[config.mk]
export PLATFORM = sky130hd
export DESIGN_NAME = g2e_ecc
export DESIGN_NICKNAME = d
export VERILOG_FILES = /design/src/g2e_pkg.sv /design/src/g2e_mul.sv /design/src/g2e_ecc.sv
export SDC_FILE = /design/constraint.sdc
export NUM_CORES = 2
export LEC_CHECK = 0
export ABC_AREA = 0
export BUFFER_PORTS_ARGS = -buffer_cell sky130_fd_sc_hd__buf_2
export CORE_MARGIN = 4
export CORE_UTILIZATION = 64
export DETAILED_ROUTE_END_ITERATION = 16
export PLACE_DENSITY = 0.84
export SYNTH_ARGS = -nofsm -noshare
export SYNTH_HDL_FRONTEND = slang
export SYNTH_SLANG_ARGS = --single-unit
[constraint.sdc]
create_clock -name clk -period 11.7 [get_ports clk]
set_input_delay 1.755 -clock clk [delete_from_list [all_inputs] [get_ports clk]]
set_output_delay 1.755 -clock clk [all_outputs]
set_load 0.005 [all_outputs]
[src/g2e_pkg.sv]
// ----------------------------------------------------------------------------
// g2e_pkg
// Types, constants and elaboration-time table functions shared by the
// geodetic to earth-centred conversion block.
// ----------------------------------------------------------------------------
`default_nettype none

package g2e_pkg;

	localparam logic [63:0] PI_Q60        = 64'h3243F6A8885A308D;
	localparam logic [63:0] INV_SQRT2_Q62 = 64'h2D413CCCFE779921;
	localparam int          RADIUS_FRAC   = 16;
	localparam logic [63:0] OUT_LIMIT     = 64'd120000000000;

	localparam int CFG_IDX_W  = 2;
	localparam int CFG_DATA_W = 42;
	localparam logic [CFG_IDX_W-1:0] REG_SEMI_MAJOR = 2'd0;
	localparam logic [CFG_IDX_W-1:0] REG_INV_FLAT   = 2'd1;

	localparam logic [33:0] SEMI_MAJOR_RESET = 34'd6378137000;
	localparam logic [41:0] INV_FLAT_RESET   = 42'd1281005021000;

	localparam logic [1:0] QUAD_0 = 2'd0;
	localparam logic [1:0] QUAD_1 = 2'd1;
	localparam logic [1:0] QUAD_2 = 2'd2;

	typedef struct packed {
		logic [1:0]         quad_lat;
		logic [29:0]        resid_lat;
		logic [1:0]         quad_lon;
		logic [29:0]        resid_lon;
		logic signed [37:0] altitude;
	} g2e_item_t;

	typedef enum logic [2:0] {
		ECC_IDLE,
		ECC_DIV,
		ECC_SQA,
		ECC_SQB,
		ECC_DONE
	} ecc_state_t;

	function automatic logic [63:0] atan_q62(input int j);
		logic [63:0] acc;
		logic [63:0] term;
		int kk;
		acc = '0;
		if (j == 0) begin
			acc = PI_Q60;
		end else begin
			for (kk = 1; j * kk <= 62; kk += 2) begin
				term = (64'd1 << (62 - j * kk)) / 64'(kk);
				if (((kk >> 1) & 1) == 1) begin
					acc = acc - term;
				end else begin
					acc = acc + term;
				end
			end
		end
		return acc;
	endfunction

	function automatic logic [63:0] gain_q62(input int steps);
		logic [63:0]  g;
		logic [63:0]  fac;
		logic [63:0]  term;
		logic [127:0] prod;
		int j;
		int nn;
		g = INV_SQRT2_Q62;
		for (j = 1; j < steps; j++) begin
			fac = 64'd1 << 62;
			if (2 * j <= 62) begin
				term = 64'd1 << 62;
				nn = 1;
				while (term != 64'd0) begin
					term = ((term >> (2 * j)) * 64'(2 * nn - 1)) / 64'(2 * nn);
					if ((nn & 1) == 1) begin
						fac = fac - term;
					end else begin
						fac = fac + term;
					end
					nn++;
				end
			end
			prod = {64'd0, g} * {64'd0, fac} + (128'd1 << 61);
			g = prod[125:62];
		end
		return g;
	endfunction

	function automatic logic [63:0] q62_to_frac(input logic [63:0] v, input int f);
		return (v + (64'd1 << (61 - f))) >> (62 - f);
	endfunction

	function automatic logic [47:0] ecc_of(input logic [41:0] inv);
		logic [63:0]  iv;
		logic [63:0]  rem;
		logic [127:0] quo;
		logic [63:0]  flat;
		logic [127:0] prod;
		logic [63:0]  ecc;
		int i;
		iv = {22'd0, inv};
		if (iv < (64'd1 << 32)) begin
			iv = 64'd1 << 32;
		end
		rem = '0;
		quo = '0;
		for (i = 80; i >= 0; i--) begin
			rem = {rem[62:0], (i == 80) ? 1'b1 : 1'b0};
			quo = {quo[126:0], 1'b0};
			if (rem >= iv) begin
				rem    = rem - iv;
				quo[0] = 1'b1;
			end
		end
		flat = (quo > (128'd1 << 48)) ? (64'd1 << 48) : quo[63:0];
		prod = {64'd0, flat} * {64'd0, flat} + (128'd1 << 47);
		ecc = (flat << 1) - prod[111:48];
		if (ecc > ((64'd1 << 48) - 64'd1)) begin
			ecc = (64'd1 << 48) - 64'd1;
		end
		return ecc[47:0];
	endfunction

	localparam logic [47:0] ECC_RESET = ecc_of(INV_FLAT_RESET);

	function automatic logic [37:0] saturate(input logic [63:0] v);
		logic [63:0] mag;
		logic [63:0] res;
		mag = v[63] ? (64'd0 - v) : v;
		if (mag > OUT_LIMIT) begin
			mag = OUT_LIMIT;
		end
		res = v[63] ? (64'd0 - mag) : mag;
		return res[37:0];
	endfunction

endpackage

`default_nettype wire

[src/g2e_mul.sv]
// ----------------------------------------------------------------------------
// g2e_mul
// Two-stage 64 by 64 multiplier built from four 32 by 32 partial products,
// with rounding, a fixed right shift and optional sign-magnitude handling.
// ----------------------------------------------------------------------------
`default_nettype none

module g2e_mul #(
	parameter int SHIFT  = 48,
	parameter bit SIGNED = 1'b0
) (
	input  wire logic        clk,
	input  wire logic        en,
	input  wire logic [63:0] a,
	input  wire logic [63:0] b,
	output logic      [63:0] p
);
	localparam logic [127:0] RND = 128'd1 << (SHIFT - 1);

	logic         neg;
	logic [63:0]  ma;
	logic [63:0]  mb;
	logic [63:0]  pp_ll_s1;
	logic [63:0]  pp_lh_s1;
	logic [63:0]  pp_hl_s1;
	logic [63:0]  pp_hh_s1;
	logic         neg_s1;
	logic [127:0] sum;
	logic [127:0] shifted;
	logic [63:0]  res;
	logic [63:0]  p_s2;

	assign neg = SIGNED ? (a[63] ^ b[63]) : 1'b0;
	assign ma  = (SIGNED && a[63]) ? (64'd0 - a) : a;
	assign mb  = (SIGNED && b[63]) ? (64'd0 - b) : b;

	always_ff @(posedge clk) begin
		if (en) begin
			pp_ll_s1 <= {32'd0, ma[31:0]} * {32'd0, mb[31:0]};
			pp_lh_s1 <= {32'd0, ma[31:0]} * {32'd0, mb[63:32]};
			pp_hl_s1 <= {32'd0, ma[63:32]} * {32'd0, mb[31:0]};
			pp_hh_s1 <= {32'd0, ma[63:32]} * {32'd0, mb[63:32]};
			neg_s1   <= neg;
		end
	end

	assign sum = {pp_hh_s1, 64'd0} + {32'd0, pp_lh_s1, 32'd0} + {32'd0, pp_hl_s1, 32'd0}
		+ {64'd0, pp_ll_s1} + RND;
	assign shifted = sum >> SHIFT;
	assign res = shifted[63:0];

	always_ff @(posedge clk) begin
		if (en) begin
			p_s2 <= neg_s1 ? (64'd0 - res) : res;
		end
	end

	assign p = p_s2;
endmodule

`default_nettype wire

[src/g2e_ecc.sv]
// ----------------------------------------------------------------------------
// g2e_ecc
// Sequencer that derives eccentricity squared from the inverse flattening:
// a bit-serial divide followed by one squaring on its own multiplier.
// ----------------------------------------------------------------------------
`default_nettype none

module g2e_ecc (
	input  wire logic        clk,
	input  wire logic        arst_n,
	input  wire logic        start,
	input  wire logic [41:0] inv_data,
	output logic             busy,
	output logic      [47:0] ecc
);
	import g2e_pkg::*;

	ecc_state_t  state_q;
	ecc_state_t  state_d;
	logic [41:0] inv_q;
	logic [41:0] rem_q;
	logic [48:0] flat_q;
	logic [5:0]  cnt_q;
	logic [47:0] ecc_q;
	logic [42:0] rem2;
	logic        take;
	logic [63:0] sq;
	logic [63:0] ecc_full;

	always_ff @(posedge clk or negedge arst_n) begin
		if (!arst_n) begin
			state_q <= ECC_IDLE;
		end else begin
			state_q <= state_d;
		end
	end

	always_comb begin
		state_d = state_q;
		case (state_q)
			ECC_IDLE: begin
				if (start) begin
					state_d = ECC_DIV;
				end
			end
			ECC_DIV: begin
				if (cnt_q == 6'd0) begin
					state_d = ECC_SQA;
				end
			end
			ECC_SQA:  state_d = ECC_SQB;
			ECC_SQB:  state_d = ECC_DONE;
			ECC_DONE: state_d = ECC_IDLE;
			default:  state_d = ECC_IDLE;
		endcase
	end

	assign busy = (state_q != ECC_IDLE);
	assign rem2 = {rem_q, 1'b0};
	assign take = (rem2 >= {1'b0, inv_q});

	always_ff @(posedge clk) begin
		if (state_q == ECC_IDLE && start) begin
			inv_q  <= (inv_data < (42'd1 << 32)) ? (42'd1 << 32) : inv_data;
			rem_q  <= 42'd1 << 31;
			flat_q <= '0;
			cnt_q  <= 6'd48;
		end else if (state_q == ECC_DIV) begin
			rem_q  <= take ? 42'(rem2 - {1'b0, inv_q}) : rem2[41:0];
			flat_q <= {flat_q[47:0], take};
			cnt_q  <= cnt_q - 6'd1;
		end
	end

	g2e_mul #(.SHIFT(48), .SIGNED(1'b0)) u_sq (
		.clk (clk),
		.en  (1'b1),
		.a   ({15'd0, flat_q}),
		.b   ({15'd0, flat_q}),
		.p   (sq)
	);

	assign ecc_full = {14'd0, flat_q, 1'b0} - sq;

	always_ff @(posedge clk or negedge arst_n) begin
		if (!arst_n) begin
			ecc_q <= ECC_RESET;
		end else if (state_q == ECC_DONE) begin
			ecc_q <= (ecc_full > 64'hFFFF_FFFF_FFFF) ? 48'hFFFF_FFFF_FFFF : ecc_full[47:0];
		end
	end

	assign ecc = ecc_q;
endmodule

`default_nettype wire

# Yosys cells after proc, flatten, opt, wreduce, memory -nomap -nowiden
# Cells that the tools add are included.
# word_totals
register_bits	416
output_inout_bits	49
input_bits	45
elab_cells	39
# classes
add_sub_neg	7
mux	5
eq_ne	6
multipliers	3
n_lt_le_gt_ge	3
reduce_logical	5
# op_table
operator	n
adder 112 x 48 -> 112 bit (second input constant)	1
adder 112 x 64 -> 112 bit	1
adder 112 x 96 -> 112 bit	1
adder 98 x 96 -> 99 bit	1
greater-than comparator 64 x 48 -> 1 bit (second input constant)	1
multiplier 32 x 32 -> 64 bit	1
subtractor 50 x 64 -> 64 bit	1
multiplier 17 x 32 -> 49 bit	1
2-to-1 mux 48 bit	1
greater-or-equal comparator 43 x 42 -> 1 bit	1
< comparator 42 x 33 -> 1 bit (second input constant)	1
2-to-1 mux 42 bit	1
subtractor 42 bit	1
multiplier 17 x 17 -> 34 bit	1
one-hot mux 3 bit (4 select lines)	1
== test 3 x 2 -> 1 bit (second input constant)	2
logical NOT 6 bit	1
2-to-1 mux 3 bit	2
subtractor 6 x 1 -> 6 bit (second input constant)	1
!= test 2 bit (second input constant)	2
== test 3 x 1 -> 1 bit (second input constant)	1
== test 3 bit (second input constant)	1
logical NOT 3 bit	1
nonzero test 3 bit	1
2 further kinds	2

# Longest topological paths before layout
# depth
depth_word	4
mapped_depth	31
mapped_depth_nobuf	30

# Hierarchy
# Synthesis repeated with hierarchy kept, for this count alone.
# hier_totals
hier_cells	16294
hier_area_um2	151860.6
# modules_own_cells
mod	instances	area_each_um2	cells_per_inst	seq_area_each_um2
g2e_mul	1	138763.1	14636	8167.8
g2e_ecc	1	13097.6	1658	4511.8

# Least setup slack after synthesis
# OpenSTA, ideal clock, no wires.
# synth_timing
path_type	register to register
from	register flat_q[4]
to	register u_sq.pp_ll_s1[58]
n_path_buf	3
required_time_ns	11.573
setup_ns	0.127
synth_period_minus_slack_ns	7.876
arrival_ns	7.749
setup_slack_ns	3.824
stages_incl_launch_ff	29
cell_sequence	dfxtp_1 clkbuf_1 clkbuf_1 clkbuf_1 nand2_1 fa_1 inv_1 fa_1 inv_1 fa_1 fa_1 inv_1 fa_1 inv_1 fa_1 inv_1 fa_1 inv_1 fa_1 inv_1 ha_1 a21o_1 a21o_1 o41a_1 o41ai_2 o211ai_1 a41oi_1 o21ai_0 xor2_1
# synth_via
elab_chain_cells	1
# synth_rtl
element	line_no	source
start, declared	g2e_ecc.sv:22	logic [48:0] flat_q;
start signal, assigned	g2e_ecc.sv:70	flat_q <= {flat_q[47:0], take};
multiplier 32 x 32 -> 64 bit	g2e_mul.sv:39	pp_ll_s1 <= {32'd0, ma[31:0]} * {32'd0, mb[31:0]};
end signal, assigned	g2e_mul.sv:39	
end, declared	g2e_mul.sv:23	logic [63:0] pp_ll_s1;
# Every way passes these cells.
# A chain may end at the register's enable or synchronous reset.

# Worst setup path in the final report
# layout_timing
from	register flat_q[10]
to	register u_sq.pp_ll_s1[62]
# Same word-level chain as after synthesis.

==> key figures <==
Placement
  – DP HPWL: 148000 µm
  – Cells after DPL: 9359
  – PortBufs: 93
  – RePlAce Congestion: 0.965

Drt
  – Pre-antenna DRT Iters: 6
  – Antenna Nets Post-Route: 0
  – DRC viols: 0
  – Wire per inst: 20.2 µm
  – DR vias/cell: 5.86
  – Routed vias: 55300
  – Initial drt markers: 4017
  – WL final: 190000 µm

STA
  – Worst-Margin Slew: 1.25 ns
  – Hold Slack: 0.479 ns
  – Max Slew Vio Count: 0
  – Number of setup violations in the final report: 0
  – Peak Freq: 109 MHz
  – Hold Vio Cnt, Final: 0
  – Period minus WS final: 9.15 ns
  – Tcrit/Tclk final: 78.2%
  – Clock Skews: 0.0590 ns
  – RSZ-0062 raised after global routing: false
  – Setup TNS: 0 ns
  – Worst rel slew slack: 16.6%

Flow run
  – Max-cap violations: 0

Logic synthesis
  – Most used DFF post-synth: dfxtp_1
  – Post-Syn Nets: 10300
  – Syn. warnings: 0
  – Area leader, netlist: fa_1
  – Ys async rst share: 14.4%
  – Post-synth EDFFs: 42
  – Sequential area share after synthesis: 10.7%
  – Synthesized cell area: 72900 µm²
  – Synthesized flop and latch total: 355
  – Distinct cells, synth: 94
  – Post-Synthesis Cells: 8062
  – Post-Syn Area per Cell: 9.05 µm²
  – Synth top area share: 39.4%
  – Synth area leaders: fa_1 39%, ha_1 13%, inv_1 9.3%, dfxtp_1 7.2%, nand2_1 5.1%

Clock network
  – CTS Hold Bufs: 0
  – Clock tree buffer depth: 3
  – Cts bufs inserted: 44
  – CTS clk-pin slew, worst paths: 0.07 ns
  – Cts repair resizes: 0
  – Later-pin clock latency in the skew report: 0.66 ns
  – Clock Tree Root: clkbuf_16
  – Setup bufs post-CTS: 0
  – CTS tree: built
  – # clock sinks: 355
  – H-tree depth reported by CTS: 2

Power and ir drop
  – Lkg Pwr: 0.0400 µW
  – P per Cell Area: 36.0 nW/µm²
  – Maximum vdd drop: 0.000115 V

Critical path
  – Endpoint class of the critical path: flip-flop
  – Largest stage delay on the critical path: 0.99 ns
  – Peak fanout along the critical path: 36
  – Max stage delay cell, worst path: dfxtp_2
  – Startpoint types: flip-flop
  – Top delay family on crit path: adder cells
  – Crit Path Category: flip-flop to flip-flop
  – CP Data Required Time: 12.21 ns
  – Worst path arrival time: 9.66 ns
  – CP most frequent cell: fa_1
  – WP buf/inv: 6

Floorplan
  – Die ar.: 119000 µm²
  – Core Area: 113000 µm²
  – Starting Density: 64.7%
  – Die Y-Extent: 346 µm
  – Num ports: 94
  – Die width: 346 µm
  – Row cnt: 123

Cells and area
  – Area occupied by multi-input gates: 56900 µm²
  – Share of cells above drive strength 1: 4.56%
  – Commonest non-fill, non-tap cells in the layout: 1799 x inv_1, 1434 x fa_1, 989 x nand2_1
  – Finished Layout Cells: 9444
  – Reg area: 7870 µm²
  – Area delta synth->final: 4.22%
  – Commonest non-fill, non-tap cell in the layout: inv_1
  – Filler instances: 8543
  – Nets: 10100

Outcome
  – Outcome: finished clean

Global routing
  – Vias in the first global route: 61600
  – All-layer global routing usage: 32.8%
  – GRT Residual Overflow: 0
  – Initial antenna violation count: 5
  – First-pass GRT wire length: 315000 µm
  – Largest net degree at the start of global routing: 90

Min path
  – Hold Crit Class: flip-flop to flip-flop
-- worst reg2reg max path: cells and delay by family (launching register included) --
kind	cells	cell delay, ns
AO/OA/AOI/OAI	7	2.13
XOR/XNOR	1	0.14
adder cells (fa/ha/maj)	9	4.48
buffers and inverters	6	0.69
flip-flops	1	0.99
AND/OR/NAND/NOR	3	0.58
-- where the power goes --
group / switching, µW / total [µW] / internal [µW]
Combinational: 7.64 / 15.9 / 8.21
Sequential: 0.0391 / 1230 / 1230
Clock: 651 / 1490 / 838
Total: 659 / 2740 / 2080
-- worst paths after layout --
path | slack, ns | start | cells after the start | to
hold / removal | 0.48 | u_sq.pp_hh_s1[33] | 1 | u_sq.p[49]
setup / recovery | 2.55 | flat_q[10] | 26 | u_sq.pp_ll_s1[62]
max in group asynchronous | 9.92 | arst_n | 2 | state_q[0]
hold reg to reg | 0.48 | u_sq.pp_hh_s1[33] | 1 | u_sq.p[49]
min in group asynchronous | 1.25 | arst_n | 2 | ecc[21]
setup reg to reg | 2.55 | flat_q[10] | 26 | u_sq.pp_ll_s1[62]
-- stage by stage --
step / utilization, % / setup WS (ns) / total power, µW / instance area (µm²)
finish: 67.4 / 2.55 / 2740 / 76000
global route: 67.4 / 2.20 / 2810 / 76000
CTS: 67.4 / 2.71 / 2760 / 76000
detailed placement: 66.0 / 2.80 / 1280 / 74500
global placement: 66.0 / 2.98 / 1280 / 74500
floorplan: - / 3.82 / 1270 / 72900
-- metal layers --
| layer | GRT usage (%) | part of all wire (%) | vias to the layer above |
|---|---|---|---|
| met5 | 0 | 0 | - |
| met4 | 18.7 | 7.0 | 0 |
| met3 | 5.97 | 8.5 | 791 |
| met2 | 55.5 | 48 | 2558 |
| met1 | 39.6 | 36 | 27500 |
| li1 | - | - | 24400 |
-- layout make-up --
type	count	share of cell area, %
multi-input cells	5532	74.9
flip-flops and latches	355	10.4
inverters	1810	8.94
well taps	1500	2.47
clock buffers	52	1.53
repair buffers	162	1.29
clock inverters	30	0.492
diodes	3	0.00988
-- Yosys cell counts, drive strengths merged, types with 31 or more instances --
cell	number
inv	1803
fa	1434
nand2	989
ha	731
and2	423
clkbuf	343
a21oi	332
dfxtp	262
nor2	252
xnor2	202
o21ai	169
a21o	148
xor2	107
nand3	69
nand4	54
nor3	51
o22a	50
o21a	44
nor2b	43
edfxtp	42
mux2i	40
and3	36
o21bai	35
a31oi	31
-- cells by family after synthesis --
group	count (synthesis)	share of synthesized area, %
adder cells (fa/ha/maj)	2165	51.9
flip-flops	355	10.7
AO/OA/AOI/OAI	998	8.88
multiplexers	44	0.611
AND/OR/NAND/NOR	2015	12.9
other	1	0.00514
XOR/XNOR	309	3.71
buffers and inverters	2175	11.3
-- state kept, by name (all words and copies together), names as in the netlist --
signal	flops
cnt_q	6
u_sq.pp_lh_s1	49
u_sq.pp_hh_s1	33
state_q	3
u_sq.pp_ll_s1	31
ecc	48
inv_q	42
flat_q	49
rem_q	42
u_sq.p	52
Power figures use the tool's default switching activity.
