## src/g2e_pkg.sv

```systemverilog
// ----------------------------------------------------------------------------
// g2e_pkg
// Types, constants and elaboration-time table functions shared by the
// geodetic to earth-centred conversion block.
// ----------------------------------------------------------------------------
`default_nettype none

package g2e_pkg;

	localparam logic [63:0] PI_Q60        = 64'h3243F6A8885A308D;
	localparam logic [63:0] INV_SQRT2_Q62 = 64'h2D413CCCFE779921;
	localparam int          RADIUS_FRAC   = 16;
	localparam logic [63:0] OUT_LIMIT     = 64'd120000000000;

	localparam int CFG_IDX_W  = 2;
	localparam int CFG_DATA_W = 42;
	localparam logic [CFG_IDX_W-1:0] REG_SEMI_MAJOR = 2'd0;
	localparam logic [CFG_IDX_W-1:0] REG_INV_FLAT   = 2'd1;

	localparam logic [33:0] SEMI_MAJOR_RESET = 34'd6378137000;
	localparam logic [41:0] INV_FLAT_RESET   = 42'd1281005021000;

	localparam logic [1:0] QUAD_0 = 2'd0;
	localparam logic [1:0] QUAD_1 = 2'd1;
	localparam logic [1:0] QUAD_2 = 2'd2;

	typedef struct packed {
		logic [1:0]         quad_lat;
		logic [29:0]        resid_lat;
		logic [1:0]         quad_lon;
		logic [29:0]        resid_lon;
		logic signed [37:0] altitude;
	} g2e_item_t;

	typedef enum logic [2:0] {
		ECC_IDLE,
		ECC_DIV,
		ECC_SQA,
		ECC_SQB,
		ECC_DONE
	} ecc_state_t;

	function automatic logic [63:0] atan_q62(input int j);
		logic [63:0] acc;
		logic [63:0] term;
		int kk;
		acc = '0;
		if (j == 0) begin
			acc = PI_Q60;
		end else begin
			for (kk = 1; j * kk <= 62; kk += 2) begin
				term = (64'd1 << (62 - j * kk)) / 64'(kk);
				if (((kk >> 1) & 1) == 1) begin
					acc = acc - term;
				end else begin
					acc = acc + term;
				end
			end
		end
		return acc;
	endfunction

	function automatic logic [63:0] gain_q62(input int steps);
		logic [63:0]  g;
		logic [63:0]  fac;
		logic [63:0]  term;
		logic [127:0] prod;
		int j;
		int nn;
		g = INV_SQRT2_Q62;
		for (j = 1; j < steps; j++) begin
			fac = 64'd1 << 62;
			if (2 * j <= 62) begin
				term = 64'd1 << 62;
				nn = 1;
				while (term != 64'd0) begin
					term = ((term >> (2 * j)) * 64'(2 * nn - 1)) / 64'(2 * nn);
					if ((nn & 1) == 1) begin
						fac = fac - term;
					end else begin
						fac = fac + term;
					end
					nn++;
				end
			end
			prod = {64'd0, g} * {64'd0, fac} + (128'd1 << 61);
			g = prod[125:62];
		end
		return g;
	endfunction

	function automatic logic [63:0] q62_to_frac(input logic [63:0] v, input int f);
		return (v + (64'd1 << (61 - f))) >> (62 - f);
	endfunction

	function automatic logic [47:0] ecc_of(input logic [41:0] inv);
		logic [63:0]  iv;
		logic [63:0]  rem;
		logic [127:0] quo;
		logic [63:0]  flat;
		logic [127:0] prod;
		logic [63:0]  ecc;
		int i;
		iv = {22'd0, inv};
		if (iv < (64'd1 << 32)) begin
			iv = 64'd1 << 32;
		end
		rem = '0;
		quo = '0;
		for (i = 80; i >= 0; i--) begin
			rem = {rem[62:0], (i == 80) ? 1'b1 : 1'b0};
			quo = {quo[126:0], 1'b0};
			if (rem >= iv) begin
				rem    = rem - iv;
				quo[0] = 1'b1;
			end
		end
		flat = (quo > (128'd1 << 48)) ? (64'd1 << 48) : quo[63:0];
		prod = {64'd0, flat} * {64'd0, flat} + (128'd1 << 47);
		ecc = (flat << 1) - prod[111:48];
		if (ecc > ((64'd1 << 48) - 64'd1)) begin
			ecc = (64'd1 << 48) - 64'd1;
		end
		return ecc[47:0];
	endfunction

	localparam logic [47:0] ECC_RESET = ecc_of(INV_FLAT_RESET);

	function automatic logic [37:0] saturate(input logic [63:0] v);
		logic [63:0] mag;
		logic [63:0] res;
		mag = v[63] ? (64'd0 - v) : v;
		if (mag > OUT_LIMIT) begin
			mag = OUT_LIMIT;
		end
		res = v[63] ? (64'd0 - mag) : mag;
		return res[37:0];
	endfunction

endpackage

`default_nettype wire

```

## src/g2e_front.sv

```systemverilog
// ----------------------------------------------------------------------------
// g2e_front
// Input side: takes points, splits each angle into quadrant and residue, and
// queues them for the arithmetic pipeline.
// ----------------------------------------------------------------------------
`default_nettype none

module g2e_front (
	input  wire logic               clk,
	input  wire logic               arst_n,
	input  wire logic               in_valid,
	output logic                    in_stall,
	input  wire logic signed [31:0] latitude,
	input  wire logic signed [31:0] longitude,
	input  wire logic signed [37:0] altitude,
	input  wire logic               hold,
	input  wire logic               pop,
	output logic                    avail,
	output g2e_pkg::g2e_item_t      item
);
	import g2e_pkg::*;

	localparam int DEPTH = 4;
	localparam int PW    = $clog2(DEPTH);

	g2e_item_t   fifo_q [0:DEPTH-1];
	g2e_item_t   wr_item;
	logic [PW-1:0] wr_ptr_q;
	logic [PW-1:0] rd_ptr_q;
	logic [PW:0]   count_q;
	logic          push;

	assign in_stall = (count_q == (PW+1)'(DEPTH)) || hold;
	assign push     = in_valid && !in_stall;
	assign avail    = (count_q != '0);
	assign item     = fifo_q[rd_ptr_q];

	assign wr_item.quad_lat  = latitude[31:30];
	assign wr_item.resid_lat = latitude[29:0];
	assign wr_item.quad_lon  = longitude[31:30];
	assign wr_item.resid_lon = longitude[29:0];
	assign wr_item.altitude  = altitude;

	always_ff @(posedge clk) begin
		if (push) begin
			fifo_q[wr_ptr_q] <= wr_item;
		end
	end

	always_ff @(posedge clk or negedge arst_n) begin
		if (!arst_n) begin
			wr_ptr_q <= '0;
			rd_ptr_q <= '0;
			count_q  <= '0;
		end else begin
			if (push) begin
				wr_ptr_q <= wr_ptr_q + PW'(1);
			end
			if (pop) begin
				rd_ptr_q <= rd_ptr_q + PW'(1);
			end
			count_q <= count_q + (PW+1)'(push) - (PW+1)'(pop);
		end
	end
endmodule

`default_nettype wire

```

## config.mk

```make
export PLATFORM = sky130hd
export DESIGN_NAME = g2e_front
export DESIGN_NICKNAME = d
export VERILOG_FILES = /design/src/g2e_pkg.sv /design/src/g2e_front.sv
export SDC_FILE = /design/constraint.sdc
export NUM_CORES = 1
export LEC_CHECK = 0
export ABC_AREA = 1
export CORE_MARGIN = 1
export CORE_UTILIZATION = 60
export CTS_CLUSTER_DIAMETER = 80
export DETAILED_ROUTE_END_ITERATION = 16
export DONT_BUFFER_PORTS = 1
export PLACE_DENSITY = 0.81
export RECOVER_POWER = 50
export REMOVE_ABC_BUFFERS = 1
export SLEW_MARGIN = 20
export SYNTH_ARGS = -nofsm -noshare
export SYNTH_HDL_FRONTEND = slang
export SYNTH_SLANG_ARGS = --single-unit
```

## constraint.sdc

```tcl
create_clock -name clk -period 12.4 [get_ports clk]
set_input_delay 1.24 -clock clk [delete_from_list [all_inputs] [get_ports clk]]
set_output_delay 1.24 -clock clk [all_outputs]
set_load 0.005 [all_outputs]
```

# After elaboration in Yosys (flattened, before gate mapping)
# Memory sizes are Yosys's and may differ from the RTL's.
# Index checks and enable logic that the tools add are counted.
# Widths: inputs -> output; s select.
op_classes:
  n_eq_ne: 1
  shifts: 0
  reduce_logical: 4
  mux: 2
  n_bitwise: 0
  mul: 0
  magnitude_cmp: 0
  n_addsub: 4
  div_mod_pow: 0
ops:
  columns: ["cell", "count"]
  rows:
  - ["$add 2x1->2 const B", 2]
  - ["$add 3x1->3", 1]
  - ["$eq 3x3->1 const B", 1]
  - ["$reduce_bool 3->1", 1]
  - ["$sub 3x1->3", 1]
  - ["$mux 1", 2]
  - ["$logic_and 1x1->1", 1]
  - ["$logic_not 1->1", 1]
  - ["$logic_or 1x1->1", 1]
totals:
  output_inout_bits: 104
  n_memories: 1
  romBits: 0
  latch_bits: 0
  ram_bits: 408
  input_bits: 107
  ff_bits: 7
  word_cells: 15
memory_table:
  columns: ["memory", "words", "word_bits", "read_ports", "rd_clocked_by_memory_dff", "wr", "line_no", "source"]
  rows:
  - ["fifo_q", 4, 102, 1, 0, 1, "g2e_front.sv:26", "g2e_item_t fifo_q [0:DEPTH-1];"]

# Longest topological paths before layout
# Gate-level depths: netlist of the first run.
logic_depth:
  ltp_word: 6
  ltp_mapped: 11
  mapped_depth_nobuf: 11

# Least setup slack after synthesis of the first run
# Ideal clock, no wire load.
synth_timing:
  path_kind: "input port to flip-flop"
  from: "in hold"
  to: "mem fifo_q[0][0] (netlist name) (enable)"
  path_buffers: 0
  setup_time_ps: 564
  required_time_ps: 11836
  cell_stages: 3
  setup_slack_ps: 6034
  t_arrival_ps: 5802
  cell_sequence: "inv_1 > nand3_1 > nor2_1"
synth_via:
  elab_chain_len: 5
synth_rtl:
  columns: ["element", "line_no", "source"]
  rows:
  - ["from (decl)", "g2e_front.sv:16", "input wire logic hold,"]
  - ["$logic_or 1x1->1", "g2e_front.sv:33", "assign in_stall = (count_q == (PW+1)'(DEPTH)) || hold;"]
  - ["$logic_not 1->1", "g2e_front.sv:34", "assign push = in_valid && !in_stall;"]
  - ["$logic_and 1x1->1", "g2e_front.sv:34", null]
  - ["$mux 1", "g2e_front.sv:45", "if (push) begin"]
  - ["$mux 1 (not written as such)", "g2e_front.sv:46", "fifo_q[wr_ptr_q] <= wr_item;"]
  - ["to (decl)", "g2e_front.sv:26", null]
# No other way between the ends.

==> results by group, run 1 <==
Outcome
  • Result of the run: finished, violations left
  • Failing checks: capacitance limit, slew limit

Timing
  • Tmin final: 6159 ps
  • Worst hold margin: 408.2 ps
  • Final hold violations: 0
  • Maximum clock frequency: 162.4 MHz
  • Total negative setup slack: 0 ps
  • Unrepaired setup endpoints after global routing: no
  • Final clock skew: 14.48 ps
  • Crit share post-route: 49.67%
  • Actual slew at the worst max-slew pin: 2911 ps
  • Setup-failing EPs final: 0
  • Headroom to the max-slew limit: -94.04%
  • Final-report max-slew violation count: 179

Synth
  • Largest family of logic cells by synthesized area: compound AO/OA/AOI/OAI gates
  • Fraction of registers with async set/reset: 1.687%
  • EDFF count, synth: 408
  • Fraction of the yosys area taken by sequential cells: 74.78%
  • Largest cells by area after synthesis: sky130_fd_sc_hd__edfxtp_1 (74%), sky130_fd_sc_hd__inv_1 (4.9%), sky130_fd_sc_hd__nand2_1 (4.9%)
  • Number of different library cells in the post-synthesis netlist: 23
  • Portion of synthesized cell area occupied by the leading cell type: 73.72%
  • Area leader, netlist: sky130_fd_sc_hd__edfxtp_1
  • Most used flip-flop cell after synthesis: sky130_fd_sc_hd__edfxtp_1
  • Most frequently used cell type in the post-synthesis netlist: sky130_fd_sc_hd__edfxtp_1
  • Synth Instances: 1241
  • Portion of netlist area occupied by mux cells: 0%
  • Most frequent cells after synthesis: sky130_fd_sc_hd__edfxtp_1 (408), sky130_fd_sc_hd__inv_1 (216), sky130_fd_sc_hd__nand2_1 (216)
  • Adder and majority cell fraction of the synthesized area: 0.5722%
  • Cell area after technology mapping: 16620 sq um
  • Number of flip-flops and latches in the synthesized netlist: 415
  • Synthesized-area fraction occupied by xor and xnor cells: 0.1054%
  • Post-synthesis average cell area: 13.39 sq um
  • Yosys warning count: 0
  • Share of the synthesized area in compound gates (AO/OA/AOI/OAI): 10.75%
  • Post-synthesis simple-gate area fraction: 5.165%

Power and ir drop
  • Leakage dissipation: 6.701 nW
  • Worst IR drop on VDD: 0.1461 mV
  • Power density of the placed cells: 218.8 nW/um^2

Layout
  • Diode count: 0
  • Register Area: 12430 sq um
  • Number of inserted filler cells in the final layout: 1858
  • Signed area change from the synthesized netlist to the final layout: 7.115%
  • Layout cells sized above 1: 5.494%
  • Final Net Count: 1341
  • Multi-input logic area: 2788 sq um

Floorplan
  • Initial core utilization: 61.49%
  • DIE WIDTH: 168.4 um
  • Area of the die: 28370 sq um
  • Y dimension of the die: 168.4 um
  • Number of primary I/O pins: 211
  • Core Box Area: 27030 sq um
  • Number of placement rows: 60

Clock network
  • Total of cells resized after clock tree synthesis: 0
  • Number of buffers inserted to repair setup after CTS: 0
  • Number of buffers created by CTS: 41
  • Worst skew pair latency: 520 ps
  • Clock root buffer: sky130_fd_sc_hd__clkbuf_16
  • Hold_buf cts: 0
  • Buffers from clock root to sink, at most: 3
  • Number of H-tree levels: 2
  • Sinks on the clock net: 415
  • Clock slew at the register clock pins of the worst setup and hold paths: 60 ps
  • TritonCTS clock tree: built

Setup path
  • Required time of the critical path: 11160 ps
  • Startpoint of the worst register-to-register path: count_q[1]
  • Biggest fanout along the worst timing path: 95
  • Critical path start-end classification: flop to primary output
  • Arr. time, crit path: 4920 ps
  • Setup crit start kind: flop
  • Start point of the critical path: rd_ptr_q[0]
  • Element type at the critical path end: primary output

Global routing
  • Total congestion overflow after global routing: 0
  • Maximum number of pins on one net before global-route repair: 134
  • Initial antenna violation count: 0
  • Total Routing Usage GR: 20.73%
  • Wire length of the first global-routing pass: 45310 um
  • Via count of the first global-routing pass: 8666

Routing
  • Vias after detailed routing: 8772
  • Final routed wirelength across all metal layers: 29140 um
  • Number of vias per cell after detailed routing: 5.493
  • Wirelength per Cell: 18.25 um
  • Post-route ant nets: 0
  • 1st-pass router iterations: 5
  • DRC violation count after routing: 0
  • First DRT Iteration DRCs: 732

Min path
  • Path category of the worst min-delay check: primary input to async pin

Placed design
  • Final RePlAce weighted congestion: 0.7352
  • HPWL after DPL: 16990 um
  • Number of port buffers: 0

Run
  • Number of max-cap violations: 3
==> cells by family (layout without fill, tap and decap cells) <==
| group | Yosys count | in the layout |
|---|---|---|
| AO/OA/AOI/OAI | 306 | 306 |
| XOR/XNOR | 2 | 2 |
| adder cells (fa/ha/maj) | 7 | 7 |
| buffers and inverters | 285 | 300 |
| flip-flops | 415 | 415 |
| AND/OR/NAND/NOR | 226 | 226 |
==> per-layer routing <==
layer  GRT usage [%]  wire length [um]  part of all wire, %  vias to the layer above
li1                -                 -                    -                     4280
met1           24.61             11690                   40                     4191
met2           35.58             14480                   50                      248
met3           6.982              2403                  8.2                       53
met4           6.838               563                  1.9                        0
met5               0                 0                    0                        -
==> registers in the layout, indices dropped and copies added, names as in the netlist <==
register,count
rd_ptr_q,2
count_q,3
fifo_q,408
wr_ptr_q,2
==> worst paths after layout <==
path / endpoint / slack (ps) / depth (start not counted)
max: item[24] / 6240 / 5
max reg2reg: fifo_q[0][10] / 8540 / 5
min: count_q[0] / 410 / 0
min in group clk: count_q[0] / 520 / 1
max in group asynchronous: rd_ptr_q[1] / 11910 / 0
min reg2reg: count_q[0] / 520 / 1
==> per-stage QoR <==
stage / util [%] / area, sq um / cells / setup WS (ps) / power, mW
6_report: 65.87 / 17800 / 1597 / 6241 / 3.894
5_1_grt: 65.87 / 17800 / 1597 / 5698 / 4.104
4_1_cts: 65.88 / 17800 / 1597 / 7503 / 3.923
3_5_place_dp: 61.24 / 16550 / 1525 / 8111 / 2.781
3_3_place_gp: 61.24 / 16550 / 1525 / 8218 / 2.727
2_1_floorplan: - / 16000 / 1172 / 4045 / 2.628
==> cells in the final DEF (no fill, tap or decap), types with 2 or more instances in the layout <==
master	n
sky130_fd_sc_hd__o21ai_1	100
sky130_fd_sc_hd__clkbuf_16	43
sky130_fd_sc_hd__edfxtp_1	408
sky130_fd_sc_hd__buf_6	2
sky130_fd_sc_hd__nand4_1	2
sky130_fd_sc_hd__clkinv_2	5
sky130_fd_sc_hd__nand3_1	2
sky130_fd_sc_hd__ha_1	6
sky130_fd_sc_hd__dfrtp_1	6
sky130_fd_sc_hd__clkbuf_8	2
sky130_fd_sc_hd__o211ai_1	102
sky130_fd_sc_hd__buf_4	8
sky130_fd_sc_hd__inv_1	216
sky130_fd_sc_hd__clkbuf_1	10
sky130_fd_sc_hd__nor2_4	4
sky130_fd_sc_hd__o21ai_0	2
sky130_fd_sc_hd__nand2_1	216
sky130_fd_sc_hd__a21oi_1	102
sky130_fd_sc_hd__clkinv_1	11
==> worst max-delay path, stage by stage, from the launching register on <==
cell and delay (ps):
sky130_fd_sc_hd__dfrtp_1 2180, sky130_fd_sc_hd__buf_4 940, sky130_fd_sc_hd__buf_4 760, sky130_fd_sc_hd__a21oi_1 200, sky130_fd_sc_hd__o21ai_1 120, sky130_fd_sc_hd__nand2_1 110
==> area by class of cell <==
| class | instances | area share, % |
|---|---|---|
| sequential | 415 | 69.83 |
| clock buffer | 53 | 6.368 |
| inverter | 216 | 4.555 |
| tap | 341 | 2.397 |
| timing repair buffer | 12 | 0.5061 |
| multi-input combinational | 541 | 15.66 |
| clock inverter | 19 | 0.6818 |
==> where the power goes <==
part / internal, mW / total (mW) / leakage [nW] / switching [mW]
Clock: 0.664 / 1.14 / 0.616 / 0.478
Combinational: 0.276 / 0.920 / 2.30 / 0.644
Sequential: 1.70 / 1.83 / 3.78 / 0.128
(Power assumes the default switching activity.)
==> run 2: changes to the inputs <==
- CORE_UTILIZATION: 60 -> 57
- PLACE_DENSITY: 0.81 -> 0.8
- clock period: 12.4 -> 5.1 ns (I/O delays scaled with it)
==> run 2 against run 1 <==
Effect of this change: the flow still finishes with violations (capacitance limit, slew limit); non-clock buffer count up 4; first-iteration DRC count grew 19%; sequential power increased by 140%; core utilization shrank 3.2 points; setup slack got worse by 4900 ps; register-to-register slack got worse by 7200 ps; wire length rose by 1.7%; global-route usage fell by 0.72 points; largest power group unchanged; highest routed layer unchanged.
==> results by group, run 2 (synthesized netlist as in run 1, its figures left out) <==
Timing
  • Final hold violations: 0 (unchanged)
  • Unrepaired setup endpoints after global routing: no (unchanged)
  • Crit share post-route: 72.95%
  • Setup-failing EPs final: 0 (unchanged)
  • Total negative setup slack: 0 ps (unchanged)
  • Headroom to the max-slew limit: -101.1% (was -94.04%)
  • Actual slew at the worst max-slew pin: 3016 ps (was 2911 ps)
  • Tmin final: 3720 ps
  • Maximum clock frequency: 268.8 MHz
  • Final-report max-slew violation count: 150 (was 179)
  • Final clock skew: 15.32 ps (was 14.48 ps)

Routing
  • First DRT Iteration DRCs: 874 (was 732)
  • Wirelength per Cell: 18.04 um (was 18.25 um)
  • Post-route ant nets: 0 (unchanged)
  • Final routed wirelength across all metal layers: 29630 um (was 29140 um)
  • Vias after detailed routing: 8806 (was 8772)
  • Number of vias per cell after detailed routing: 5.363 (was 5.493)
  • DRC violation count after routing: 0 (unchanged)
  • 1st-pass router iterations: 5 (unchanged)

Floorplan
  • Number of placement rows: 62 (was 60)
  • DIE WIDTH: 172.8 um (was 168.4 um)
  • Number of primary I/O pins: 211 (unchanged)
  • Area of the die: 29840 sq um (was 28370 sq um)
  • Initial core utilization: 57.90% (was 61.49%)
  • Core Box Area: 28700 sq um (was 27030 sq um)
  • Y dimension of the die: 172.8 um (was 168.4 um)

Layout
  • Largest register FFs: 408 (unchanged)
  • Biggest regs: fifo_q: 408 flops, count_q: 3 flops (unchanged)
  • End-of-flow core utilization: 62.69% (was 65.87%)
  • Top reg by flops: fifo_q (unchanged)
  • Commonest cells after routing, fill and taps aside: sky130_fd_sc_hd__edfxtp_1 (408), sky130_fd_sc_hd__inv_1 (216), sky130_fd_sc_hd__nand2_1 (216), sky130_fd_sc_hd__a21oi_1 (102), sky130_fd_sc_hd__o211ai_1 (102) (unchanged)
  • Most frequent standard cell in the layout excluding fill and tap cells: sky130_fd_sc_hd__edfxtp_1 (unchanged)
  • Number of inserted filler cells in the final layout: 2002 (was 1858)
  • Signed area change from the synthesized netlist to the final layout: 8.274% (was 7.115%)
  • Diode count: 0 (unchanged)
  • Layout cells sized above 1: 6.041% (was 5.494%)
  • Final Net Count: 1345 (was 1341)
  • Final design area excluding fillers: 17990 sq um (was 17800 sq um)

Setup path
  • Element type at the critical path end: flop (was primary output)
  • Longest individual stage delay on the worst path: 2130 ps (was 2180 ps)
  • Startpoint of the worst register-to-register path: count_q[1] (unchanged)
  • CP max-delay cell: sky130_fd_sc_hd__clkbuf_2 (was sky130_fd_sc_hd__dfrtp_1)
  • Setup crit start kind: flop (unchanged)
  • Biggest fanout along the worst timing path: 102 (was 95)
  • Start point of the critical path: count_q[1] (was rd_ptr_q[0])
  • Required time of the critical path: 5160 ps (was 11160 ps)
  • Arr. time, crit path: 3780 ps (was 4920 ps)
  • Slack of the worst reg-to-reg path: 1380 ps (was 8540 ps)
  • Worst reg2reg path depth: 5 (unchanged)
  • Critical register-to-register path endpoint: fifo_q[1][42] (was fifo_q[0][10])
  • Crit path cell chain: nor2_1 -> nand2_1 -> nand3_1 -> nor2_4 -> clkbuf_2 (was buf_4 -> buf_4 -> a21oi_1 -> o21ai_1 -> nand2_1)
  • CP Capture Point: fifo_q[1][42] (was item[24])
  • Critical path start-end classification: flop to flop (was flop to primary output)

Placed design
  • Placement Cell Area: 16690 sq um (was 16550 sq um)
  • Final RePlAce weighted congestion: 0.7228 (was 0.7352)
  • HPWL after DPL: 17640 um (was 16990 um)
  • Number of port buffers: 0 (unchanged)

Clock network
  • TritonCTS clock tree: built (unchanged)
  • Sinks on the clock net: 415 (unchanged)
  • Total of cells resized after clock tree synthesis: 0 (unchanged)
  • Clock root buffer: sky130_fd_sc_hd__clkbuf_16 (unchanged)
  • Number of buffers created by CTS: 41 (unchanged)
  • Number of H-tree levels: 2 (unchanged)
  • Worst skew pair latency: 520 ps (about the same)
  • Buffers from clock root to sink, at most: 3 (unchanged)
  • Clock slew at the register clock pins of the worst setup and hold paths: 60 ps (about the same)

Outcome
  • Failing checks: capacitance limit, slew limit (unchanged)
  • Result of the run: finished, violations left (unchanged)

Global routing
  • Initial antenna violation count: 0 (unchanged)
  • Maximum number of pins on one net before global-route repair: 143 (was 134)
  • Total Routing Usage GR: 20.01% (was 20.73%)
  • Via count of the first global-routing pass: 8564 (was 8666)
  • Total congestion overflow after global routing: 0 (unchanged)
  • Wire length of the first global-routing pass: 46270 um (was 45310 um)

Power and ir drop
  • Power density of the placed cells: 539.5 nW/um^2 (was 218.8 nW/um^2)
  • Worst IR drop on VDD: 0.4876 mV (was 0.1461 mV)
  • Leakage dissipation: 6.776 nW (was 6.701 nW)

Min path
  • Path category of the worst min-delay check: primary input to flop (was primary input to async pin)

Run
  • Number of max-cap violations: 3 (unchanged)
## run 2: changes by cell type in the layout (fill, tap and decap cells not counted), sizes merged
cell | previous run | this run
bufinv | 1 | 6
buf | 10 | 14
clkbuf | 55 | 51
clkinv | 17 | 14
dlygate4sd3 | 0 | 1
inv | 217 | 216
## run 2: through the flow
stage	total power [mW]	hold slack [ps]	instances	setup slack [ps]
2_1_floorplan	6.207	214.4	1172	-2525
3_3_place_gp	6.748	214.6	1571	2315
3_5_place_dp	6.851	214.6	1571	2269
4_1_cts	9.801	61.87	1642	1972
5_1_grt	10.23	56.94	1642	1115
6_report	9.708	76.97	1642	1380
## run 2: worst max-delay path, delay by kind of cell, from the launching register on
family        cells  cell delay, ps
flops             1             400
buf+inv           1            2130
simple gates      4             640
## run 2: worst min path at each step
stage	startpoint	endpoint	slack [ps]	depth (start not counted)
finish	pop	rd_ptr_q[0]	80	1
global route	pop	rd_ptr_q[0]	60	1
CTS	pop	rd_ptr_q[0]	60	1
detailed placement	arst_n	count_q[2]	210	0
global placement	arst_n	count_q[0]	210	0
floorplan	arst_n	count_q[0]	210	0
## run 2: final cells by class
cell class / instances / area [sq um] / share of cell area (%)
sequential: 415 / 12430 / 69.10
multi-input combinational: 541 / 2773 / 15.41
clock buffer: 50 / 1080 / 6.001
inverter: 216 / 810.8 / 4.506
tap: 384 / 480.5 / 2.670
clock inverter: 20 / 245.2 / 1.363
timing repair buffer: 16 / 170.2 / 0.9457
## run 2: where the power goes
group / switching, mW / total, mW / internal, mW
clock: 1.16 / 2.96 / 1.80
sequential: 0.317 / 4.46 / 4.15
combinational: 1.59 / 2.28 / 0.691
total: 3.07 / 9.71 / 6.64
## run 2: per-layer routing
layer / vias to the layer above / routed length (um) / track usage (%)
met5: - / 0 / 0
met4: 0 / 764 / 6.268
met3: 55 / 3137 / 8.223
met2: 275 / 14220 / 32.17
met1: 4179 / 11500 / 24.82
li1: 4297 / - / -
## run 2: what timing repair did
item | 4_1_cts | 5_1_grt
setup buffers | 0 | 0
endpoints found under the hold margin | 7 | 0
hold buffers | 1 | 0
==> run 3: changes to the inputs <==
- CORE_UTILIZATION: 57 -> 60
- PLACE_DENSITY: 0.8 -> 0.81
- clock period: 5.1 -> 3.6 ns (I/O delays scaled with it)
==> run 3 against run 2 <==
Effect of this change: total power increased by 40%; sequential share of layout area decreased by 3.3 points; the flow now finishes without violations; sequential cell count unchanged; hold slack got worse by 15 ps; clock skew decreased by 2.3 ps; cell count increased by 4.0%; first-iteration DRC count decreased by 7.1%; die area decreased by 4.9%.
==> results by group, run 3 (synthesized netlist as in run 1, its figures left out) <==
Global routing
  • Wire length of the first global-routing pass: 46860 um (was 46270 um)
  • Total congestion overflow after global routing: 0 (unchanged)
  • Maximum number of pins on one net before global-route repair: 113 (was 143)
  • Via count of the first global-routing pass: 9050 (was 8564)
  • Initial antenna violation count: 3 (was 0)
  • Total Routing Usage GR: 21.40% (was 20.01%)

Placed design
  • Final RePlAce weighted congestion: 0.7551 (was 0.7228)
  • HPWL after DPL: 17080 um (was 17640 um)
  • Number of port buffers: 0 (unchanged)
  • Worst Setup Slack post-DPL: 1177 ps (was 2269 ps)

Layout
  • Largest register FFs: 408 (unchanged)
  • Multi-input logic area: 2773 sq um (unchanged)
  • Layout cells sized above 1: 5.495% (was 6.041%)
  • Biggest regs: fifo_q: 408 flops, count_q: 3 flops (unchanged)
  • Commonest cells after routing, fill and taps aside: sky130_fd_sc_hd__edfxtp_1 (408), sky130_fd_sc_hd__inv_1 (216), sky130_fd_sc_hd__nand2_1 (216), sky130_fd_sc_hd__dlygate4sd3_1 (105) (was sky130_fd_sc_hd__edfxtp_1 (408), sky130_fd_sc_hd__inv_1 (216), sky130_fd_sc_hd__nand2_1 (216), sky130_fd_sc_hd__a21oi_1 (102), sky130_fd_sc_hd__o211ai_1 (102))
  • Most frequent standard cell in the layout excluding fill and tap cells: sky130_fd_sc_hd__edfxtp_1 (unchanged)
  • Final Net Count: 1451 (was 1345)
  • Number of inserted filler cells in the final layout: 1721 (was 2002)
  • Top reg by flops: fifo_q (unchanged)
  • Signed area change from the synthesized netlist to the final layout: 13.66% (was 8.274%)
  • End-of-flow core utilization: 69.89% (was 62.69%)
  • Register Area: 12430 sq um (unchanged)

Floorplan
  • Y dimension of the die: 168.4 um (was 172.8 um)
  • DIE WIDTH: 168.4 um (was 172.8 um)
  • Core Box Area: 27030 sq um (was 28700 sq um)
  • Area of the die: 28370 sq um (was 29840 sq um)
  • Number of placement rows: 60 (was 62)
  • Initial core utilization: 61.49% (was 57.90%)
  • Number of primary I/O pins: 211 (unchanged)

Power and ir drop
  • Sequential Power Share: 45.5% (was 46.0%)
  • Leakage dissipation: 7.159 nW (was 6.776 nW)
  • Power density of the placed cells: 719.3 nW/um^2 (was 539.5 nW/um^2)
  • Worst IR drop on VDD: 0.5364 mV (was 0.4876 mV)
  • Sw Ratio: 32.41% (was 31.61%)
  • Internal power: 9.182 mW (was 6.639 mW)
  • Clock power share: 28.5% (was 30.5%)
  • Combinational Power Share: 26.0% (was 23.5%)
  • Psw: 4.404 mW (was 3.069 mW)

Setup path
  • Arr. time, crit path: 2210 ps (was 3780 ps)
  • Element type at the critical path end: primary output (was flop)
  • Setup crit start kind: flop (unchanged)
  • Slack of the worst reg-to-reg path: 1100 ps (was 1380 ps)
  • Critical path start-end classification: flop to primary output (was flop to flop)
  • Worst reg2reg path depth: 5 (unchanged)
  • Required time of the critical path: 3240 ps (was 5160 ps)
  • Critical register-to-register path endpoint: fifo_q[2][98] (was fifo_q[1][42])
  • Biggest fanout along the worst timing path: 62 (was 102)
  • Startpoint of the worst register-to-register path: count_q[1] (unchanged)

Timing
  • Worst hold margin: 62.39 ps (was 76.97 ps)
  • Tmin final: 2575 ps
  • Minimum setup slack in the final design: 1025 ps (was 1380 ps)
  • Final clock skew: 13.00 ps (was 15.32 ps)
  • Maximum clock frequency: 388.4 MHz
  • Crit share post-route: 71.53%
  • Setup-failing EPs final: 0 (unchanged)
  • Final-report max-slew violation count: 0 (was 150)
  • Unrepaired setup endpoints after global routing: no (unchanged)
  • Actual slew at the worst max-slew pin: 1210 ps (was 3016 ps)
  • Final hold violations: 0 (unchanged)
  • Headroom to the max-slew limit: 19.34% (was -101.1%)

Clock network
  • Sinks on the clock net: 415 (unchanged)
  • Number of buffers created by CTS: 40 (was 41)
  • Worst skew pair latency: 520 ps (about the same)
  • Number of H-tree levels: 2 (unchanged)
  • Clock root buffer: sky130_fd_sc_hd__clkbuf_16 (unchanged)
  • Clock slew at the register clock pins of the worst setup and hold paths: 60 ps (about the same)
  • TritonCTS clock tree: built (unchanged)
  • Buffers from clock root to sink, at most: 3 (unchanged)
  • Number of buffers inserted to repair setup after CTS: 0 (unchanged)

Min path
  • Hold Path Sink: wr_ptr_q[1] (was rd_ptr_q[0])
  • Cells on Worst Hold Path: 3 (was 1)
  • Path category of the worst min-delay check: primary input to flop (unchanged)
  • Min-delay src: hold (was pop)

Routing
  • Topmost layer with routed signal wires: met5 (was met4)
  • DRC violation count after routing: 0 (unchanged)
  • 1st-pass router iterations: 5 (unchanged)
  • Post-route ant nets: 0 (unchanged)
  • Met3 wirelength from detailed routing: 2368 um (was 3137 um)
  • Final routed wirelength across all metal layers: 30320 um (was 29630 um)
  • Vias after detailed routing: 9370 (was 8806)
  • Met2 routed WL: 15130 um (was 14220 um)
  • Number of vias per cell after detailed routing: 5.486 (was 5.363)
  • First DRT Iteration DRCs: 812 (was 874)
  • Wirelength per Cell: 17.75 um (was 18.04 um)
  • Met1 layer wirelength in the final routing: 12080 um (was 11500 um)

Run
  • Number of max-cap violations: 0 (was 3)

Outcome
  • Result of the run: finished, final reports clean (was finished, violations left)
==> run 3: cell types whose count changed in the layout (fill, tap and decap cells not counted) <==
cell / delta
sky130_fd_sc_hd__clkinvlp_4: +2
sky130_fd_sc_hd__clkbuf_1: +4
sky130_fd_sc_hd__bufinv_16: -4
sky130_fd_sc_hd__clkbuf_4: +1
sky130_fd_sc_hd__clkbuf_8: -2
sky130_fd_sc_hd__dlygate4sd3_1: +104
sky130_fd_sc_hd__buf_4: +1
sky130_fd_sc_hd__clkbuf_2: +1
sky130_fd_sc_hd__diode_2: +2
==> run 3: how the worst max path moves through the flow <==
stage | start | end | cells after the start
after floorplan | rd_ptr_q[0] | item[99] | 2
after global placement | count_q[1] | fifo_q[0][91] | 5
after detailed placement | count_q[1] | count_q[2] | 10
after CTS | rd_ptr_q[1] | item[78] | 4
after global routing | rd_ptr_q[0] | item[78] | 4
final | rd_ptr_q[1] | item[78] | 4
==> run 3: layout make-up <==
class | instances | share of cell area (%)
timing repair buffer | 123 | 6.518
clock inverter | 18 | 0.7419
tap | 341 | 2.259
clock buffer | 52 | 5.650
inverter | 216 | 4.293
multi-input combinational | 541 | 14.68
sequential | 415 | 65.83
antenna | 2 | 0.02650
==> run 3: power groups by stage <==
| stage | clock network [mW] | logic [mW] | registers (mW) |
|---|---|---|---|
| 2_1_floorplan | 0 | 1.88 | 6.59 |
| 3_3_place_gp | 0 | 3.31 | 6.26 |
| 3_5_place_dp | 0 | 3.42 | 6.28 |
| 4_1_cts | 3.93 | 3.58 | 6.18 |
| 5_1_grt | 4.12 | 3.99 | 6.23 |
| 6_report | 3.87 | 3.53 | 6.18 |
==> run 3: per-stage QoR <==
step,power (mW),cell area (sq um),cells,TNS (ps)
6_report,13.59,18890,1708,0
5_1_grt,14.34,18890,1708,0
4_1_cts,13.69,18920,1706,0
3_5_place_dp,9.699,16660,1531,0
3_3_place_gp,9.568,16660,1531,0
2_1_floorplan,8.468,16000,1172,-1200570
==> run 3: what timing repair did <==
action                                 in CTS  in global routing
resized for setup                           0                  0
hold buffers                              105                  0
endpoints found under the hold margin     419                  0
==> run 3: worst max-delay path, stage by stage, from the launching register on <==
cell,delay (ps)
sky130_fd_sc_hd__dfrtp_4,870
sky130_fd_sc_hd__buf_4,470
sky130_fd_sc_hd__a21oi_1,80
sky130_fd_sc_hd__o21ai_1,110
sky130_fd_sc_hd__nand2_1,110
==> run 3: metal layers <==
layer	track usage, %	vias up
met5	0	-
met4	7.431	2
met3	6.441	55
met2	36.97	267
met1	25.57	4535
li1	-	4511
